## config.mk

```make
export PLATFORM = sky130hd
export DESIGN_NAME = spa_front
export DESIGN_NICKNAME = d
export VERILOG_FILES = /design/src/rtl/core/spa_pkg.sv /design/src/rtl/core/spa_front.sv
export SDC_FILE = /design/constraint.sdc
export NUM_CORES = 1
export LEC_CHECK = 0
export BUFFER_PORTS_ARGS = -buffer_cell sky130_fd_sc_hd__buf_2
export CORE_MARGIN = 5
export CORE_UTILIZATION = 49
export CTS_CLUSTER_DIAMETER = 100
export DETAILED_ROUTE_END_ITERATION = 10
export HOLD_SLACK_MARGIN = 0.15
export PLACE_DENSITY = 0.77
export SLEW_MARGIN = 30
export SYNTH_ARGS = -nofsm -noshare
export SYNTH_HDL_FRONTEND = slang
export SYNTH_SLANG_ARGS = --single-unit
```

## constraint.sdc

```tcl
create_clock -name clk -period 2.5 [get_ports clk]
set_clock_uncertainty 0.15 [all_clocks]
set_input_delay 0.25 -clock clk [delete_from_list [all_inputs] [get_ports clk]]
set_output_delay 0.25 -clock clk [all_outputs]
set_load 0.01 [all_outputs]
```

## src/rtl/core/spa_pkg.sv

```systemverilog
// Shared constants, codes and types of the slot pool allocator.
// Depends on nothing; every other file of the block imports it.
`timescale 1ns / 1ps

package spa_pkg;

  localparam int POOL_SLOTS = 1024;
  localparam int ID_BITS    = 48;

  localparam int SLOT_IDX_W = $clog2(POOL_SLOTS);
  localparam int CNT_W      = $clog2(POOL_SLOTS + 1);
  localparam int IDX_IN_W   = 16;
  localparam int STATUS_W   = 3;
  localparam int SLOT_W     = 10;
  localparam int UID_W      = 48;

  localparam logic OP_CREATE  = 1'b0;
  localparam logic OP_DESTROY = 1'b1;

  localparam logic [STATUS_W-1:0] ST_OK    = 3'd0;
  localparam logic [STATUS_W-1:0] ST_FULL  = 3'd1;
  localparam logic [STATUS_W-1:0] ST_RANGE = 3'd2;
  localparam logic [STATUS_W-1:0] ST_FREE  = 3'd3;
  localparam logic [STATUS_W-1:0] ST_IDS   = 3'd4;

  typedef enum logic [1:0] {
    K_CREATE,
    K_DESTROY,
    K_RANGE
  } kind_t;

  typedef struct packed {
    kind_t                 kind;
    logic [SLOT_IDX_W-1:0] index;
  } cmd_t;

  typedef struct packed {
    logic valid;
    cmd_t cmd;
  } q_head_t;

endpackage

```

## src/rtl/core/spa_front.sv

```systemverilog
// Front part of the slot pool allocator: accepts requests, classifies them
// and holds them in a two-entry queue for the back part. Uses spa_pkg.
`timescale 1ns / 1ps

module spa_front (
  input  logic                        clk,
  input  logic                        rst,
  input  logic                        push,
  output logic                        full,
  input  logic                        opcode,
  input  logic [spa_pkg::IDX_IN_W-1:0] free_index,
  input  logic                        init_busy,
  input  logic                        take,
  output spa_pkg::q_head_t            head
);
  import spa_pkg::*;

  cmd_t       entries [2];
  logic       wr_ptr;
  logic       rd_ptr;
  logic [1:0] cnt;
  cmd_t       in_cmd;
  logic       do_push;
  logic       do_take;

  assign full    = (cnt == 2'd2) || init_busy;
  assign do_push = push && !full;
  assign do_take = take && (cnt != 2'd0);

  always_comb begin
    in_cmd.index = SLOT_IDX_W'(free_index);
    if (opcode == OP_CREATE) begin
      in_cmd.kind = K_CREATE;
    end else if ({1'b0, free_index} >= (IDX_IN_W + 1)'(POOL_SLOTS)) begin
      in_cmd.kind = K_RANGE;
    end else begin
      in_cmd.kind = K_DESTROY;
    end
  end

  always_ff @(posedge clk) begin
    if (rst) begin
      wr_ptr <= 1'b0;
      rd_ptr <= 1'b0;
      cnt    <= 2'd0;
    end else begin
      if (do_push) begin
        entries[wr_ptr] <= in_cmd;
        wr_ptr          <= !wr_ptr;
      end
      if (do_take) begin
        rd_ptr <= !rd_ptr;
      end
      cnt <= cnt + 2'(do_push) - 2'(do_take);
    end
  end

  assign head.valid = (cnt != 2'd0);
  assign head.cmd   = entries[rd_ptr];

endmodule

```

# Yosys cells after proc, flatten, opt, wreduce, memory -nomap -nowiden
# Memories as Yosys holds them, arrays and structs flattened. A register that Yosys moved wholly into a read port is not among the register bits.
# Index checks and enable logic that the tools add are counted.
[op_classes] magnitude_cmp=1 n_reduce_logical=7 n_eq_ne=1 muxes=7 add_sub_neg=2
[ops] cell="$ge A16 B11 Y1 const B" n=1
[ops] cell="$mux W1" n=5
[ops] cell="$mux W2" n=2
[ops] cell="$logic_not A1 Y1" n=3
[ops] cell="$add A2 B1 Y2" n=1
[ops] cell="$eq A2 B2 Y1 const B" n=1
[ops] cell="$logic_and A1 B1 Y1" n=2
[ops] cell="$reduce_bool A2 Y1" n=1
[ops] cell="$sub A2 B1 Y2" n=1
[ops] cell="$logic_or A1 B1 Y1" n=1
[totals] ram_bits=24 wordCells=22 register_bits=4 n_memories=1
[memory_table] memory="entries" words=2 word_bits=12 read_ports=1 rd_ports_with_merged_regs=1 write_ports=1 line_no="spa_front.sv:18" source="cmd_t entries [2];"

# Logic depth before layout (Yosys ltp)
# Gate-level depths: netlist (run 1).
[logic_depth] ltp_word=7 depth_mapped=8 ltp_nobuf=8

# Least setup slack after synthesis (run 1)
# No wires, ideal clock.
[synth_path] path_kind="register to register" from="register cnt[0]" to="memory entries[1][0] in the netlist's numbering, enable pin" path_stages_with_launch=4 n_path_buf=0 slack_ps=404 arrival_time_ps=1547 path_cell_list="dfxtp_1 nand2b_2 nand3b_4 nor3b_1"
[synth_between] elab_chain_len=7
[synth_rtl] element="start: declaration" line_no="spa_front.sv:21" source="logic [1:0] cnt;"
[synth_rtl] element="start signal: assignment" line_no="spa_front.sv:54" source="cnt <= cnt + 2'(do_push) - 2'(do_take);"
[synth_rtl] element="$eq A2 B2 Y1" line_no="spa_front.sv:26" source="assign full = (cnt == 2'd2) || init_busy;"
[synth_rtl] element="$logic_or A1 B1 Y1" line_no="spa_front.sv:26"
[synth_rtl] element="$logic_not A1 Y1" line_no="spa_front.sv:27" source="assign do_push = push && !full;"
[synth_rtl] element="$logic_and A1 B1 Y1" line_no="spa_front.sv:27"
[synth_rtl] element="$mux W1" line_no="spa_front.sv:47" source="if (do_push) begin"
[synth_rtl] element="$mux W1" line_no="spa_front.sv:42" source="if (rst) begin"
[synth_rtl] element="$mux W1 (implied by the code)" line_no="spa_front.sv:48" source="entries[wr_ptr] <= in_cmd;"
[synth_rtl] element="end: declaration" line_no="spa_front.sv:18"
# Every way passes these cells.

==> results of run 1 <==
==> per-layer routing <==
metal	wire length, um	vias to the layer above
li1	-	361
met1	707	363
met2	1020	26
met3	163	5
met4	51	0
met5	0	-
==> area by class of cell <==
class	count	share of cell area, %
Sequential cell	29	52.8
Multi-Input combinational cell	36	21.2
Timing Repair Buffer	50	20.4
Clock buffer	8	3.14
Tap cell	28	2.25
Inverter	1	0.241
==> how the worst max path moves through the flow <==
stage	start	end	slack, ns	depth (start not counted)
final	flip-flop	head[3]	0.58	2
after global routing	flip-flop	head[11]	0.48	2
after CTS	flip-flop	head[3]	0.54	2
after detailed placement	cnt[0]	cnt[1]	0.70	8
after global placement	cnt[0]	cnt[1]	0.79	8
after floorplan	cnt[0]	entries[1][0]	0.40	3
==> power breakdown <==
group	internal [W]	switching [W]	total [W]	leakage [nW]
clock	0.000112	0.000141	0.000252	0.0265
combinational	0.000190	0.000136	0.000326	0.349
sequential	0.000570	0.0000518	0.000622	0.261
==> through the flow <==
step / std cells / total power [W]
after detailed placement: 132 / 0.000952
after global routing: 152 / 0.00128
after CTS: 152 / 0.00122
after floorplan: 67 / 0.000839
final: 152 / 0.00120
after global placement: 132 / 0.000937
==> flip-flops by register name, indices dropped and copies added, names as in the netlist, named ones only <==
name,cells
cnt,2
wr_ptr,1
entries,24
rd_ptr,1
==> worst register-to-register path, delay by kind of cell (launching register included) <==
kind | cells | cell delay [ns]
DFF | 1 | 0.36
and+or+nand+nor | 4 | 0.54
xor gates and xnor gates | 1 | 0.14
buffers and inverters | 1 | 0.04
adders and majority gates | 2 | 0.48
==> Yosys cell counts (2+ instances only) <==
| cell type | n |
|---|---|
| dfxtp_1 | 5 |
| edfxtp_1 | 24 |
| ha_1 | 2 |
| mux2_2 | 11 |
| nor2_1 | 5 |
| nor2b_1 | 2 |
| nor3_1 | 2 |
==> cells by family (layout without fill, tap and decap cells) <==
family | after synthesis | after routing | share of synthesized area, %
muxes | 13 | 13 | 13.0
AOI/OAI and AO/OA | 2 | 2 | 1.41
xor gates and xnor gates | 2 | 2 | 1.52
buffers and inverters | 2 | 59 | 0.978
adders and majority gates | 2 | 2 | 2.17
DFF | 29 | 29 | 71.3
and+or+nand+nor | 17 | 17 | 9.57
==> results.py, run 1 <==
metrics = {
    "timing": {
        "rsz0062_at_grt": "no",
        "slew_headroom_pct": 64.4,
        "setup_violations": 0,
        "period_share_pct": 76.9,
        "period_needed_ns": 1.92,
        "final_hold_viol_count": 0,
        "holdWs_ns": 0.172,
        "setup_tns_ns": 0,
        "fmax_ghz": 0.520,
        "worstMarginPinSlew_ns": 0.534,
        "worst_slack_ns": 0.577,
        "final_max_slew_viol_count": 0,
    },
    "yosys": {
        "synth_area_leader_cell": "edfxtp_1",
        "yosysSeqAreaShare_pct": 71.3,
        "yosys.cell_types.count": 23,
        "synth_warnings": 0,
        "synth.net_count": 91,
        "synth_edf_count": 24,
        "synth_async_sr_flop_share_pct": 0,
        "synth_cells": 67,
        "ys_seq_elements": 29,
        "postSynthAreaPerCell_um2": 17.2,
        "netlist_area_um2": 1150,
        "ys_top_cells_by_area": "edfxtp_1, mux2_2, dfxtp_1",
        "yosys.area.top_type_share_pct": 62.6,
        "synthFlopType": "edfxtp_1",
    },
    "global_routing": {
        "busiest_layer": "met2",
        "antenna_found_initial": 0,
        "met1_usage_pct": 12.0,
        "grt_pass1_wl_mm": 3.17,
        "overflow": 0,
        "grt_usage_pct": 13.2,
        "grt_use_met2_pct": 23.3,
        "gr-usage-met3_pct": 5.26,
        "grt_max_degree": 13,
        "grt_pass1_vias": 779,
    },
    "worst_setup_path": {
        "r2r_setup_slack_ns": 0.72,
        "cp-start-kind": "flip-flop",
        "r2r-end": "cnt[1]",
        "crit_chain": "mux2_2 -> buf_2",
        "arrival_ns": 1.52,
        "reg2regPathDepth": 8,
        "slowest_stage": "dfxtp_1",
        "required_ns": 2.10,
        "critical_path.endpoint_type": "output port",
        "crit_fanout": 12,
        "critPathKind": "flip-flop to output port",
        "path_buf_inv": 1,
        "regToRegStartpoint": "cnt[0]",
        "max_stage_delay_ns": 0.66,
        "crit_family": "flip-flops",
    },
    "place": {
        "gp_congestion": 0.629,
        "portBuffers": 35,
        "placed_cell_area_um2": 1390,
        "dp_hpwl_mm": 1.43,
        "dp_slack_ns": 0.702,
    },
    "hold_path": {
        "hold_path.class": "input port to flip-flop",
        "whs_path_depth": 3,
        "hold_start": "push",
        "hold_path_end": "wr_ptr",
    },
    "cells_and_area": {
        "nNetsFinal": 147,
        "area_growth_syn_to_layout_pct": 35.1,
        "regArea_um2": 821,
        "stdcell_area_um2": 1560,
        "final_common_cell": "buf_2",
        "final_core_util_pct": 69.6,
        "multi_input_area_um2": 329,
        "fillers": 177,
        "drive_gt1_share_pct": 49.2,
        "n_antenna_cell": 0,
        "final_cell_mix": "buf_2, edfxtp_1, dlygate4sd3_1",
    },
    "clock_tree": {
        "cts_buffers": 5,
        "cts_root_buf": "clkbuf_4",
        "clock_sinks": 29,
        "cts_hold_buf": 12,
        "cts_setup_buffers": 0,
        "clock_path_buffers": 2,
        "clk_pin_slew_ns": 0.08,
        "tritoncts": "done",
        "clk_latency_ns": 0.32,
        "cts_resized": 0,
        "htreeDepth": 2,
    },
    "routing": {
        "drt-vias-per-instance": 4.97,
        "drt_iter0_drc": 7,
        "wl_per_cell_um": 12.8,
        "drc": 0,
        "ant_nets": 0,
        "vias": 755,
        "routed_wl_mm": 1.94,
        "dr.pass1.iters": 3,
    },
    "run_status": {
        "status": "completed",
    },
    "power_and_ir_drop": {
        "peakVddDrop_uv": 518,
        "p_leak_nw": 0.636,
        "powerDensity_nw_per_um2": 771,
    },
    "floorplan": {
        "die_y_um": 58.5,
        "io_pins": 36,
        "design.core.area_um2": 2230,
        "rows": 17,
        "die_x_um": 58.5,
        "initial_core_util_pct": 51.5,
        "die_area_um2": 3420,
    },
    "flow_run": {
        "drv_cap": 0,
    },
}
No activity file was read; power rests on OpenSTA's default activity.
==> run 2, diff against run 1 <==
Settings changed: ABC_AREA from default to 1, CORE_UTILIZATION 49 to 45, PLACE_DENSITY 0.77 to 0.74.
Clock period 2.5 ns to 1.68 ns, I/O delays scaled along.
==> results.py, run 2 <==
metrics = {
    "clock_tree": {
        "tritoncts": "done",
        "clock_sinks": 29,
        "htreeDepth": 2,
        "cts_root_buf": "clkbuf_4",
        "clk_pin_slew_ns": 0.08,
        "clock_path_buffers": 2,
        "cts_buffers": 5,
        "clk_latency_ns": 0.32,
    },
    "routing": {
        "dr_wl_met2_mm": 1.20,
        "wl_per_cell_um": 12.4,
        "drt-vias-per-instance": 4.62,
        "top_layer": "met4",
        "drc": 0,
        "wl_met3_um": 192,
        "drt_iter0_drc": 7,
        "ant_nets": 0,
        "vias": 841,
        "routed_wl_mm": 2.26,
        "wl_met1_um": 837,
        "dr.pass1.iters": 3,
    },
    "cells_and_area": {
        "final_cell_mix": "buf_2, edfxtp_1, dlygate4sd3_1",
        "fillers": 192,
        "nNetsFinal": 175,
        "drive_gt1_share_pct": 47.4,
        "top_register": "entries",
        "stdcell_area_um2": 1760,
        "multi_input_area_um2": 377,
        "final_core_util_pct": 69.6,
        "n_antenna_cell": 0,
        "final_common_cell": "buf_2",
        "largest_reg_flops": 24,
        "regArea_um2": 827,
        "area_growth_syn_to_layout_pct": 46.2,
        "reg_top3": "entries x24, cnt x2",
    },
    "power_and_ir_drop": {
        "clkPwrFrac_pct": 19.6,
        "p_sw_w": 0.000566,
        "peakVddDrop_uv": 745,
        "p_sw_share_pct": 29.3,
        "p_leak_nw": 0.756,
        "powerDensity_nw_per_um2": 1100,
        "intPower_w": 0.00136,
        "sequentialPowerShare_pct": 46.7,
        "comb_power_share_pct": 33.7,
    },
    "floorplan": {
        "initial_core_util_pct": 47.6,
        "io_pins": 36,
        "rows": 18,
        "die_area_um2": 3800,
        "die_x_um": 61.7,
        "die_y_um": 61.7,
        "design.core.area_um2": 2520,
    },
    "yosys": {
        "postSynthAreaPerCell_um2": 13.8,
        "synth_commonest_cells": "edfxtp_1, inv_1, nor2_1, mux2_4, nand2_1",
        "synth.net_count": 111,
        "ys_top_cells_by_area": "edfxtp_1, mux2_4, dfxtp_1",
        "synth_warnings": 0,
        "synth_edf_count": 24,
        "yosys.area.top_type_share_pct": 60.0,
        "synth_area_leader_cell": "edfxtp_1",
        "synth_async_sr_flop_share_pct": 0,
        "yosys.cell_count.top_type": "edfxtp_1",
        "yosys.cell_types.count": 13,
        "netlist_area_um2": 1200,
        "synth_cells": 87,
        "yosysSeqAreaShare_pct": 68.3,
        "ys_seq_elements": 29,
        "synthFlopType": "edfxtp_1",
    },
    "timing": {
        "period_needed_ns": 1.61,
        "final_hold_viol_count": 0,
        "holdWs_ns": 0.179,
        "setup_tns_ns": 0,
        "fmax_ghz": 0.620,
        "period_share_pct": 96.0,
        "final_max_slew_viol_count": 0,
        "slew_headroom_pct": 86.9,
        "worstMarginPinSlew_ns": 0.196,
        "setup_violations": 0,
    },
    "worst_setup_path": {
        "required_ns": 1.36,
        "crit_fanout": 9,
        "critical_path.endpoint_type": "output port",
        "r2r-end": "cnt[1]",
        "r2r_setup_slack_ns": 0.08,
        "critPathKind": "flip-flop to output port",
        "arrival_ns": 1.30,
        "regToRegStartpoint": "cnt[0]",
        "reg2regPathDepth": 10,
        "cp-start-kind": "flip-flop",
    },
    "place": {
        "dp_hpwl_mm": 1.61,
        "portBuffers": 35,
        "placed_cell_area_um2": 1470,
        "gp_congestion": 0.785,
    },
    "hold_path": {
        "hold_path.class": "input port to flip-flop",
        "whs_path_depth": 6,
        "hold_path_end": "wr_ptr",
        "hold_start": "init_busy",
    },
    "global_routing": {
        "grt_max_degree": 10,
        "overflow": 0,
        "grt_usage_pct": 13.9,
        "antenna_found_initial": 0,
        "grt_pass1_vias": 876,
        "grt_pass1_wl_mm": 3.57,
    },
    "flow_run": {
        "drv_cap": 0,
    },
    "run_status": {
        "status": "completed",
    },
}
-- run 2: cells by family after synthesis --
family,count (synthesis),synth area share [%]
DFF,29,68.3
AOI/OAI and AO/OA,1,0.416
muxes,12,14.4
adders and majority gates,2,2.08
and+or+nand+nor,29,9.79
buffers and inverters,14,5.00
-- run 2: final cells by class --
cell class	instances	share of cell area, %
sequential	29	47.1
timing repair buffer	58	23.8
multi-input combinational	44	21.4
clock buffer	8	2.78
inverter	13	2.78
tap	30	2.14
-- run 2: critical path, cell delays in order (launching register included) --
cell and delay, ns:
dfxtp_4 0.39, buf_12 0.14, mux2_4 0.30, buf_2 0.14
-- run 2: power by group through the flow --
| stage | logic (W) | registers (W) | clock network (W) |
|---|---|---|---|
| 2_1_floorplan | 0.000349 | 0.000885 | 0 |
| 3_3_place_gp | 0.000507 | 0.000897 | 0 |
| 3_5_place_dp | 0.000527 | 0.000902 | 0 |
| 4_1_cts | 0.000557 | 0.000889 | 0.000394 |
| 5_1_grt | 0.000722 | 0.000907 | 0.000432 |
| 6_report | 0.000650 | 0.000900 | 0.000379 |
-- run 2: how the worst max path moves through the flow --
stage                          to       from  depth (start not counted)  slack (ns)
floorplan           entries[1][0]     cnt[0]                          4        0.05
global placement           cnt[1]     cnt[0]                         10        0.09
detailed placement         cnt[1]     cnt[0]                         10        0.01
CTS                        cnt[1]     cnt[0]                         10       0.008
global route               cnt[1]     cnt[0]                         11       -0.04
finish                    head[6]  flip-flop                          3        0.07
-- run 2: per-layer routing --
| metal | vias up | GRT usage (%) |
|---|---|---|
| met2 | 25 | 24.7 |
| met1 | 386 | 13.7 |
| met5 | - | 0 |
| met4 | 0 | 6.36 |
| met3 | 4 | 6.50 |
| li1 | 426 | - |
-- run 2: what timing repair did --
action | CTS | global route
hold buffers | 17 | 0
resized for setup | 1 | 15
endpoints found under the setup margin | 9 | 9
buffers inserted | 0 | 2
gates cloned | 0 | 0
pin swaps | 0 | 2
hold endpoints to repair | 29 | 0
-- run 2: through the flow --
step | total power (W) | setup slack, ns | std cells
floorplan | 0.00123 | 0.0451 | 87
global placement | 0.00140 | 0.0878 | 156
detailed placement | 0.00143 | 0.0144 | 156
CTS | 0.00184 | 0.00838 | 181
global route | 0.00206 | -0.0364 | 182
finish | 0.00193 | 0.0668 | 182
